`src/tes_pkg.sv`:
```
// shared types, widths and codes for the touch event scaler
package tes_pkg;

    // converter and screen coordinate widths
    localparam int RAW_BITS   = 12;
    localparam int COORD_BITS = 12;

    // configuration register widths
    localparam int SIZE_W     = 13;
    localparam int INTERVAL_W = 16;
    localparam int TIME_W     = 32;
    localparam int CFG_IDX_W  = 3;
    localparam int CFG_DATA_W = 16;

    // largest screen size an axis can map onto
    localparam int unsigned MAX_SIZE = 1 << COORD_BITS;

    // divider sizing: numerator is |v - start| * (size - 1)
    localparam int PROD_W    = RAW_BITS + COORD_BITS;
    localparam int REM_W     = RAW_BITS + 1;
    localparam int DIV_STEPS = PROD_W;
    localparam int CNT_W     = $clog2(DIV_STEPS);

    // reset values of the configuration registers
    localparam logic [SIZE_W-1:0]     RST_WIDTH    = SIZE_W'(320);
    localparam logic [SIZE_W-1:0]     RST_HEIGHT   = SIZE_W'(240);
    localparam logic [RAW_BITS-1:0]   RST_START    = RAW_BITS'(200);
    localparam logic [RAW_BITS-1:0]   RST_END      = RAW_BITS'(3800);
    localparam logic [INTERVAL_W-1:0] RST_INTERVAL = INTERVAL_W'(30);

    // event codes
    typedef enum logic [1:0] {
        EV_NONE = 2'd0,
        EV_DOWN = 2'd1,
        EV_MOVE = 2'd2,
        EV_UP   = 2'd3
    } t_event;

    // configuration register indexes
    typedef enum logic [CFG_IDX_W-1:0] {
        REG_ENABLE   = 3'd0,
        REG_WIDTH    = 3'd1,
        REG_HEIGHT   = 3'd2,
        REG_X_START  = 3'd3,
        REG_X_END    = 3'd4,
        REG_Y_START  = 3'd5,
        REG_Y_END    = 3'd6,
        REG_INTERVAL = 3'd7
    } t_cfg_idx;

    // commands from the controller to the datapath
    typedef struct packed {
        logic capture;
        logic eval;
        logic mul;
        logic div_step;
        logic finish;
    } t_cmd;

    // status from the datapath to the controller
    typedef struct packed {
        logic map_needed;
        logic out_free;
    } t_status;

endpackage

```
`src/tes_ctrl.sv`:
```
// controller state machine sequencing one request through the datapath
module tes_ctrl
    import tes_pkg::*;
(
    input  logic    i_clk,
    input  logic    i_rst_n,
    input  logic    i_valid,
    input  t_status i_status,
    output logic    o_stall,
    output t_cmd    o_cmd
);

    typedef enum logic [4:0] {
        S_IDLE = 5'b00001,
        S_EVAL = 5'b00010,
        S_MUL  = 5'b00100,
        S_DIV  = 5'b01000,
        S_FIN  = 5'b10000
    } t_state;

    t_state           r_state, n_state;
    logic [CNT_W-1:0] r_cnt, n_cnt;

    // state register and divide step counter
    always_ff @(posedge i_clk) begin
        if (!i_rst_n) begin
            r_state <= S_IDLE;
            r_cnt   <= '0;
        end else begin
            r_state <= n_state;
            r_cnt   <= n_cnt;
        end
    end

    // next state and commands
    always_comb begin
        n_state = r_state;
        n_cnt   = r_cnt;
        o_cmd   = '0;
        unique case (r_state)
            S_IDLE: begin
                if (i_valid) begin
                    o_cmd.capture = 1'b1;
                    n_state       = S_EVAL;
                end
            end
            S_EVAL: begin
                o_cmd.eval = 1'b1;
                n_state    = S_MUL;
            end
            S_MUL: begin
                if (i_status.map_needed) begin
                    o_cmd.mul = 1'b1;
                    n_cnt     = '0;
                    n_state   = S_DIV;
                end else begin
                    n_state = S_FIN;
                end
            end
            S_DIV: begin
                o_cmd.div_step = 1'b1;
                n_cnt          = r_cnt + 1'b1;
                if (r_cnt == CNT_W'(DIV_STEPS - 1)) begin
                    n_state = S_FIN;
                end
            end
            S_FIN: begin
                if (i_status.out_free) begin
                    o_cmd.finish = 1'b1;
                    n_state      = S_IDLE;
                end
            end
            default: begin
                n_state = S_IDLE;
            end
        endcase
    end

    // new requests only between items
    assign o_stall = (r_state != S_IDLE);

endmodule

```
`src/tes_datapath.sv`:
```
// configuration, touch state, axis mapping and divider datapath
module tes_datapath
    import tes_pkg::*;
(
    input  logic                  i_clk,
    input  logic                  i_rst_n,
    input  t_cmd                  i_cmd,
    output t_status               o_status,
    input  logic                  i_cfg_we,
    input  logic [CFG_IDX_W-1:0]  i_cfg_index,
    input  logic [CFG_DATA_W-1:0] i_cfg_data,
    input  logic [TIME_W-1:0]     i_now_ms,
    input  logic                  i_pressed,
    input  logic [RAW_BITS-1:0]   i_raw_x,
    input  logic [RAW_BITS-1:0]   i_raw_y,
    input  logic                  i_stall,
    output logic                  o_valid,
    output logic [1:0]            o_event_kind,
    output logic [COORD_BITS-1:0] o_screen_x,
    output logic [COORD_BITS-1:0] o_screen_y
);

    typedef struct packed {
        logic [RAW_BITS-1:0]   diff;
        logic [RAW_BITS-1:0]   den;
        logic [COORD_BITS-1:0] top;
    } t_axis;

    typedef struct packed {
        logic [REM_W-1:0]  rem;
        logic [PROD_W-1:0] quo;
    } t_div;

    // clamp into the window, take distances from start and the output top
    function automatic t_axis axis_prep(
        input logic [RAW_BITS-1:0] value,
        input logic [RAW_BITS-1:0] start,
        input logic [RAW_BITS-1:0] stop,
        input logic [SIZE_W-1:0]   size
    );
        logic [RAW_BITS-1:0]   lo;
        logic [RAW_BITS-1:0]   hi;
        logic [RAW_BITS-1:0]   v;
        logic [COORD_BITS:0]   sat;
        t_axis                 a;
        lo = (start < stop) ? start : stop;
        hi = (start < stop) ? stop : start;
        v  = value;
        if (v < lo) v = lo;
        if (v > hi) v = hi;
        if (size == '0) begin
            sat = (COORD_BITS+1)'(1);
        end else if (32'(size) > MAX_SIZE) begin
            sat = (COORD_BITS+1)'(MAX_SIZE);
        end else begin
            sat = (COORD_BITS+1)'(size);
        end
        a.diff = (v >= start) ? (v - start) : (start - v);
        a.den  = (stop >= start) ? (stop - start) : (start - stop);
        a.top  = COORD_BITS'(sat - 1'b1);
        return a;
    endfunction

    // one restoring division step
    function automatic t_div div_step(
        input t_div                d,
        input logic [RAW_BITS-1:0] den
    );
        logic [REM_W-1:0] sh;
        t_div             r;
        sh = {d.rem[REM_W-2:0], d.quo[PROD_W-1]};
        if (sh >= {1'b0, den}) begin
            r.rem = sh - {1'b0, den};
            r.quo = {d.quo[PROD_W-2:0], 1'b1};
        end else begin
            r.rem = sh;
            r.quo = {d.quo[PROD_W-2:0], 1'b0};
        end
        return r;
    endfunction

    // configuration registers
    logic                  r_enable;
    logic [SIZE_W-1:0]     r_width;
    logic [SIZE_W-1:0]     r_height;
    logic [RAW_BITS-1:0]   r_x_start;
    logic [RAW_BITS-1:0]   r_x_end;
    logic [RAW_BITS-1:0]   r_y_start;
    logic [RAW_BITS-1:0]   r_y_end;
    logic [INTERVAL_W-1:0] r_interval;

    // touch state
    logic [TIME_W-1:0]     r_last_time;
    logic                  r_was_pressed;
    logic [COORD_BITS-1:0] r_held_x;
    logic [COORD_BITS-1:0] r_held_y;

    // captured request
    logic [TIME_W-1:0]     r_now;
    logic                  r_pressed;
    logic [RAW_BITS-1:0]   r_raw_x;
    logic [RAW_BITS-1:0]   r_raw_y;

    // evaluation and divider registers
    logic                  r_handled;
    t_axis                 r_ax;
    t_axis                 r_ay;
    t_div                  r_dx;
    t_div                  r_dy;

    // output register
    logic                  r_valid;
    t_event                r_kind;
    logic [COORD_BITS-1:0] r_out_x;
    logic [COORD_BITS-1:0] r_out_y;

    logic [TIME_W-1:0]     elapsed;
    logic [COORD_BITS-1:0] map_x;
    logic [COORD_BITS-1:0] map_y;
    t_event                n_kind;
    logic [COORD_BITS-1:0] n_out_x;
    logic [COORD_BITS-1:0] n_out_y;

    // configuration writes
    always_ff @(posedge i_clk) begin
        if (!i_rst_n) begin
            r_enable   <= 1'b0;
            r_width    <= RST_WIDTH;
            r_height   <= RST_HEIGHT;
            r_x_start  <= RST_START;
            r_x_end    <= RST_END;
            r_y_start  <= RST_START;
            r_y_end    <= RST_END;
            r_interval <= RST_INTERVAL;
        end else if (i_cfg_we) begin
            unique case (t_cfg_idx'(i_cfg_index))
                REG_ENABLE:   r_enable   <= i_cfg_data[0];
                REG_WIDTH:    r_width    <= i_cfg_data[SIZE_W-1:0];
                REG_HEIGHT:   r_height   <= i_cfg_data[SIZE_W-1:0];
                REG_X_START:  r_x_start  <= i_cfg_data[RAW_BITS-1:0];
                REG_X_END:    r_x_end    <= i_cfg_data[RAW_BITS-1:0];
                REG_Y_START:  r_y_start  <= i_cfg_data[RAW_BITS-1:0];
                REG_Y_END:    r_y_end    <= i_cfg_data[RAW_BITS-1:0];
                REG_INTERVAL: r_interval <= i_cfg_data[INTERVAL_W-1:0];
                default: ;
            endcase
        end
    end

    // capture the request
    always_ff @(posedge i_clk) begin
        if (i_cmd.capture) begin
            r_now     <= i_now_ms;
            r_pressed <= i_pressed;
            r_raw_x   <= i_raw_x;
            r_raw_y   <= i_raw_y;
        end
    end

    // interval check on the wrapped elapsed time
    assign elapsed = r_now - r_last_time;

    always_ff @(posedge i_clk) begin
        if (!i_rst_n) begin
            r_handled <= 1'b0;
        end else if (i_cmd.eval) begin
            r_handled <= r_enable && (elapsed >= TIME_W'(r_interval));
        end
    end

    // window clamp and spans per axis
    always_ff @(posedge i_clk) begin
        if (i_cmd.eval) begin
            r_ax <= axis_prep(r_raw_x, r_x_start, r_x_end, r_width);
            r_ay <= axis_prep(r_raw_y, r_y_start, r_y_end, r_height);
        end
    end

    // multiply then divide, one quotient bit per cycle on each axis
    always_ff @(posedge i_clk) begin
        if (i_cmd.mul) begin
            r_dx.rem <= '0;
            r_dx.quo <= PROD_W'(r_ax.diff) * PROD_W'(r_ax.top);
            r_dy.rem <= '0;
            r_dy.quo <= PROD_W'(r_ay.diff) * PROD_W'(r_ay.top);
        end else if (i_cmd.div_step) begin
            r_dx <= div_step(r_dx, r_ax.den);
            r_dy <= div_step(r_dy, r_ay.den);
        end
    end

    // a zero span maps to zero; the quotient never exceeds the top
    assign map_x = (r_ax.den == '0) ? '0 : r_dx.quo[COORD_BITS-1:0];
    assign map_y = (r_ay.den == '0) ? '0 : r_dy.quo[COORD_BITS-1:0];

    // event decision
    always_comb begin
        n_kind  = EV_NONE;
        n_out_x = '0;
        n_out_y = '0;
        if (r_handled) begin
            if (r_pressed) begin
                n_kind  = r_was_pressed ? EV_MOVE : EV_DOWN;
                n_out_x = map_x;
                n_out_y = map_y;
            end else if (r_was_pressed) begin
                n_kind  = EV_UP;
                n_out_x = r_held_x;
                n_out_y = r_held_y;
            end
        end
    end

    // touch state update when a sample is handled
    always_ff @(posedge i_clk) begin
        if (!i_rst_n) begin
            r_last_time   <= '0;
            r_was_pressed <= 1'b0;
            r_held_x      <= '0;
            r_held_y      <= '0;
        end else if (i_cmd.finish && r_handled) begin
            r_last_time   <= r_now;
            r_was_pressed <= r_pressed;
            if (r_pressed) begin
                r_held_x <= map_x;
                r_held_y <= map_y;
            end
        end
    end

    // output register
    always_ff @(posedge i_clk) begin
        if (!i_rst_n) begin
            r_valid <= 1'b0;
        end else if (i_cmd.finish) begin
            r_valid <= 1'b1;
        end else if (!i_stall) begin
            r_valid <= 1'b0;
        end
    end

    always_ff @(posedge i_clk) begin
        if (i_cmd.finish) begin
            r_kind  <= n_kind;
            r_out_x <= n_out_x;
            r_out_y <= n_out_y;
        end
    end

    // status back to the controller
    assign o_status.map_needed = r_handled && r_pressed;
    assign o_status.out_free   = !r_valid || !i_stall;

    assign o_valid      = r_valid;
    assign o_event_kind = r_kind;
    assign o_screen_x   = r_out_x;
    assign o_screen_y   = r_out_y;

endmodule

```
`src/touch_event_scaler_unit.sv`:
```
// touch event scaler top level: controller and datapath
//
// input channel: i_valid/o_stall carry a request of timestamp, pressed flag
// and raw x/y; a request is taken when i_valid is high and o_stall is low.
// output channel: o_valid/i_stall carry event kind and screen x/y from an
// output register; a result is taken when o_valid is high and i_stall is low.
// configuration: i_cfg_we writes i_cfg_data into register i_cfg_index at the
// clock edge; write only while no request is in flight.
// a sample that is mapped (enabled, interval elapsed, panel pressed) passes
// from acceptance through the evaluate state, the multiply state, the
// bit-serial restoring dividers (one per axis, RAW_BITS + COORD_BITS steps)
// and the result state before the next request is taken; its result shows
// on o_valid from the output register. others skip multiply and divide.
// the next request is taken while a result still waits in the output
// register; a stalled receiver only holds the block in its result state.
// reset (synchronous, active low) loads the default calibration, disables
// the block and clears the touch state and the output valid.
module touch_event_scaler_unit
    import tes_pkg::*;
(
    input  logic                  i_clk,
    input  logic                  i_rst_n,
    input  logic                  i_cfg_we,
    input  logic [CFG_IDX_W-1:0]  i_cfg_index,
    input  logic [CFG_DATA_W-1:0] i_cfg_data,
    input  logic                  i_valid,
    output logic                  o_stall,
    input  logic [TIME_W-1:0]     i_now_ms,
    input  logic                  i_pressed,
    input  logic [RAW_BITS-1:0]   i_raw_x,
    input  logic [RAW_BITS-1:0]   i_raw_y,
    output logic                  o_valid,
    input  logic                  i_stall,
    output logic [1:0]            o_event_kind,
    output logic [COORD_BITS-1:0] o_screen_x,
    output logic [COORD_BITS-1:0] o_screen_y
);

    t_cmd    cmd;
    t_status status;

    // sequencer
    tes_ctrl u_ctrl (
        .i_clk    (i_clk),
        .i_rst_n  (i_rst_n),
        .i_valid  (i_valid),
        .i_status (status),
        .o_stall  (o_stall),
        .o_cmd    (cmd)
    );

    // datapath
    tes_datapath u_datapath (
        .i_clk        (i_clk),
        .i_rst_n      (i_rst_n),
        .i_cmd        (cmd),
        .o_status     (status),
        .i_cfg_we     (i_cfg_we),
        .i_cfg_index  (i_cfg_index),
        .i_cfg_data   (i_cfg_data),
        .i_now_ms     (i_now_ms),
        .i_pressed    (i_pressed),
        .i_raw_x      (i_raw_x),
        .i_raw_y      (i_raw_y),
        .i_stall      (i_stall),
        .o_valid      (o_valid),
        .o_event_kind (o_event_kind),
        .o_screen_x   (o_screen_x),
        .o_screen_y   (o_screen_y)
    );

endmodule

```
`config.mk`:
```
export PLATFORM = sky130hd
export DESIGN_NAME = touch_event_scaler_unit
export DESIGN_NICKNAME = d
export VERILOG_FILES = /design/src/tes_pkg.sv /design/src/tes_ctrl.sv /design/src/tes_datapath.sv /design/src/touch_event_scaler_unit.sv
export SDC_FILE = /design/constraint.sdc
export NUM_CORES = 2
export LEC_CHECK = 0
export ABC_AREA = 1
export BUFFER_PORTS_ARGS = -buffer_cell sky130_fd_sc_hd__buf_2
export CAP_MARGIN = 20
export CORE_MARGIN = 2
export CORE_UTILIZATION = 42
export DETAILED_ROUTE_END_ITERATION = 7
export GPL_TIMING_DRIVEN = 0
export REMOVE_ABC_BUFFERS = 1
export SYNTH_ARGS = -nofsm -noshare
export SYNTH_HDL_FRONTEND = slang
export SYNTH_HIERARCHICAL = 1
export SYNTH_SLANG_ARGS = --single-unit
```
`constraint.sdc`:
```
create_clock -name i_clk -period 12.2 [get_ports i_clk]
set_input_delay 1.22 -clock i_clk [delete_from_list [all_inputs] [get_ports i_clk]]
set_output_delay 1.22 -clock i_clk [all_outputs]
set_load 0.03 [all_outputs]
```
==> summary.md <==
| Metric | Value |
|---|---|
| Post-synth top cells | `nand2_1, inv_1, ha_1, a21oi_1, o21ai_0` |
| Max_cap viols | `0` |
| Cell type with the highest aggregate area in the netlist | `edfxtp_1` |
| Die area | `between 0.08 and 0.09 sq mm` |
| Hold_buf cts | `0` |
| Grt ovf | `0` |
| Power density over the cells | `~140 mW/mm^2` |
| Core footprint | `approximately 0.082 sq mm` |
| Post-cts sizing count | `0` |
| Routing usage on met2 | `36.32%` |
| Synth area leaders | `edfxtp_1, nand2_1, ha_1` |
| Fraction of registers with async set/reset | `0%` |
| Clk_lat worst skew | `600 ps` |
| Clock Path Buffers | `3` |
| Top-count cell post-synth | `nand2_1` |
| CP bufs+invs | `4` |
| Nets@finish | `between 5000 and 6000` |
| Comb power frac | `45.7%` |
| Internal power | `approximately 3200 uW` |
| Clock root buffer | `clkbuf_16` |
| Layout cell share with drive strength beyond 1 | `5.998%` |
| GRT busiest layer | `met2` |
| Crit share post-route | `roughly four fifths` |
| Final Hold Fails | `0` |
| 1st-pass router iterations | `5` |
| Final setup viols | `0` |
| Global-route usage over all layers | `between 20% and 30%` |
| Critical path's largest stage delay | `about 780 ps` |
| Drt initial violations | `1818` |
| Period minus WS final | `9797 ps` |
| Post-DP Area | `about 0.036 sq mm` |
| # IOs | `109` |
| Avg Inst Size Synth | `7.614 sq um` |
| Clock power share | `26.3%` |
| Met3 usage | `around 3.3%` |
| Num rows | `around 110` |
| Routed len/inst | `approximately 16 um` |
| CTS clk-pin slew, worst paths | `60 ps` |
| Initial antenna violation count | `2` |
| Inserted Clock Buffers | `46` |
| Netlist cell types | `between 60 and 70` |
| Status | `finished, final reports clean` |
| Type of origin of the critical path | `flop` |
| Sequential Power Share | `roughly 28%` |
| Switch share | `roughly two fifths` |
| Max frequency | `between 100 and 150 MHz` |
| Antenna Nets Post-Route | `0` |
| WP data arrival | `10100 ps` |
| Cell area after layout | `0.03784 sq mm` |
| CTS Sinks | `387` |
| Post-synth EDFFs | `203` |
| Max Slew Vio Count | `0` |
| Fill cells | `8319` |
| Die W | `291.6 um` |
| Drt via density | `between 5 and 6` |
| CTS tree | `done` |
| Crit path max fanout | `35` |
| Leak | `between 0.015 and 0.02 uW` |
| Post-Synthesis Cells | `around 4600` |
| Max H-tree Level | `2` |
| Yosys warnings | `6` |
| Port Buffers | `roughly 110` |
| Global-route wire length before repair | `~150000 um` |
| CP Data Required Time | `between 10000 and 15000 ps` |
| Net switching power | `2155 uW` |
| Worst vdd ir | `~110 uV` |
| Post-CTS setup buffers | `0` |
| Sequential fraction of the synthesis area | `between 20% and 30%` |
| GP Congestion | `0.9360` |
| Worst path top cell family by delay | `compound AO/OA/AOI/OAI gates` |
| Clock Skews | `about 47 ps` |
| Post-synth design cell area | `0.03475 sq mm` |
| Relative slew slack | `33.63%` |
| Setup TNS | `0 ps` |
| Setup CP Type | `reg2reg` |
| Worst Hold Class | `reg2reg` |
| Yosys reg bits | `387` |
| DR vias | `between 20000 and 30000` |
| Synth Flop Type | `edfxtp_1` |
| Crit path top cell by count | `nand2_1` |
| Vias in the first global route | `about 28000` |
| Unrepaired setup endpoints after global routing | `false` |
| Routed WL | `around 90000 um` |
| Height of the die | `roughly 300 um` |
| Hpwl dp | `between 70000 and 80000 um` |
| GR Util met1 | `27.86%` |
| Share of the synthesized area in the top cell type | `between 15 and 20%` |
| Area Growth Syn to Fin | `8.883%` |
| Initial core utilization | `between 40% and 50%` |
| Nature of the critical path endpoint | `flop` |
| Crit path max-delay cell type | `a31oi_2` |
| Tightest Pin Transition | `approximately 1000 ps` |
| Drt drc | `0` |
| Largest net degree at the start of global routing | `74` |
per-layer routing:
layer	wire length (um)	part of all wire [%]	up-vias
met2	42040	47	643
met4	2859	3.2	4
met3	4807	5.3	139
li1	-	-	14630
met5	56	0.062	-
met1	40560	45	13480
placed cells by master (no fill, tap or decap), types with 6 or more instances in the layout:
| master | count |
|---|---|
| nand2_1 | 1213 |
| inv_1 | 787 |
| ha_1 | 338 |
| a21oi_1 | 332 |
| o21ai_0 | 307 |
| fa_1 | 211 |
| nand3_1 | 205 |
| edfxtp_1 | 203 |
| nor2_1 | 188 |
| dfxtp_1 | 184 |
| buf_2 | 107 |
| xor2_1 | 95 |
| clkbuf_16 | 47 |
| xnor2_1 | 41 |
| nor3_1 | 31 |
| o211ai_1 | 31 |
| nand4_1 | 24 |
| o21bai_1 | 17 |
| nand2_2 | 16 |
| clkbuf_1 | 15 |
| inv_2 | 12 |
| nor4_1 | 12 |
| nand3b_1 | 12 |
| a21o_1 | 12 |
| a221oi_1 | 10 |
| or2_2 | 9 |
| clkinv_2 | 8 |
| o21ai_1 | 8 |
| a31oi_1 | 8 |
| mux2i_1 | 8 |
| mux2_2 | 8 |
| nor2_2 | 7 |
| o31ai_1 | 7 |
| nand2_4 | 6 |
per-stage QoR:
stage | hold slack [ps] | worst slack (ps) | total power (uW) | instances | util (%)
floorplan | 434.7 | 3714 | 3306 | 4408 | -
global placement | 446.1 | 722.8 | 3951 | 5586 | 43.84
detailed placement | 450.7 | 2532 | 3976 | 5600 | 44.22
CTS | 460.4 | 2517 | 5415 | 5685 | 46.10
global route | 473.2 | 1507 | 5819 | 5688 | 46.15
finish | 455.3 | 2403 | 5365 | 5689 | 46.15
logic make-up after synthesis:
family	count (synthesis)	share of synthesized area [%]
mux	16	0.4897
xor+xnor	136	3.428
buf+inv	960	10.67
simple gates	1744	20.70
fa+ha+maj	549	24.33
flops	387	28.14
compound gates	772	12.24
power groups by stage:
stage,registers [uW],clock network [uW],logic [uW]
final,1500,1410,2450
after global routing,1510,1500,2810
after CTS,1500,1450,2460
after detailed placement,1530,0,2450
after global placement,1530,0,2420
after floorplan,1510,0,1790
worst reg2reg max path, delay by kind of cell (launching register included):
kind / cells / cell delay, ps
buffers and inverters: 4 / 1190
AO/OA/AOI/OAI: 15 / 4460
adder cells (fa/ha/maj): 4 / 1420
XOR/XNOR: 1 / 390
flip-flops: 1 / 410
AND/OR/NAND/NOR: 11 / 1610
final cells by class:
class / count / area (sq um) / share of cell area [%]
Sequential cell: 387 / 9779 / 25.85
Multi-Input combinational cell: 3217 / 21310 / 56.32
Antenna cell: 1 / 2.502 / 0.006614
Clock inverter: 18 / 246.5 / 0.6515
Tap cell: 1070 / 1339 / 3.538
Inverter: 804 / 3020 / 7.983
Clock buffer: 67 / 1295 / 3.423
Timing Repair Buffer: 125 / 843.3 / 2.229
sequential cells by signal (all words and copies together), names as in the netlist, 2 cells and up:
signal                   count
u_datapath/r_x_end          12
u_datapath/r_now            32
u_datapath/o_screen_x       12
u_datapath/r_y_start        12
u_datapath/r_dx             36
u_datapath/o_event_kind      2
u_datapath/r_last_time      32
u_datapath/r_interval       16
u_datapath/r_ax             36
u_ctrl/r_state               5
u_datapath/o_screen_y       12
u_datapath/r_held_x         12
u_datapath/r_height         13
u_datapath/r_y_end          12
u_datapath/r_ay             36
u_datapath/r_x_start        12
u_datapath/r_held_y         12
u_datapath/r_width          13
u_datapath/r_raw_y          12
u_ctrl/r_cnt                 5
u_datapath/r_dy             36
u_datapath/r_raw_x          12
worst paths after layout:
kind / start / end / slack (ps) / cells past startpoint
min reg2reg: u_datapath/r_last_time[15] / u_datapath/r_last_time[15] / 460 / 2
max: u_datapath/r_x_start[3] / u_datapath/r_ax[31] / 2400 / 35
min: u_datapath/r_last_time[15] / u_datapath/r_last_time[15] / 460 / 2
max reg2reg: u_datapath/r_x_start[3] / u_datapath/r_ax[31] / 2400 / 35
No activity file was read; power rests on OpenSTA's default activity.
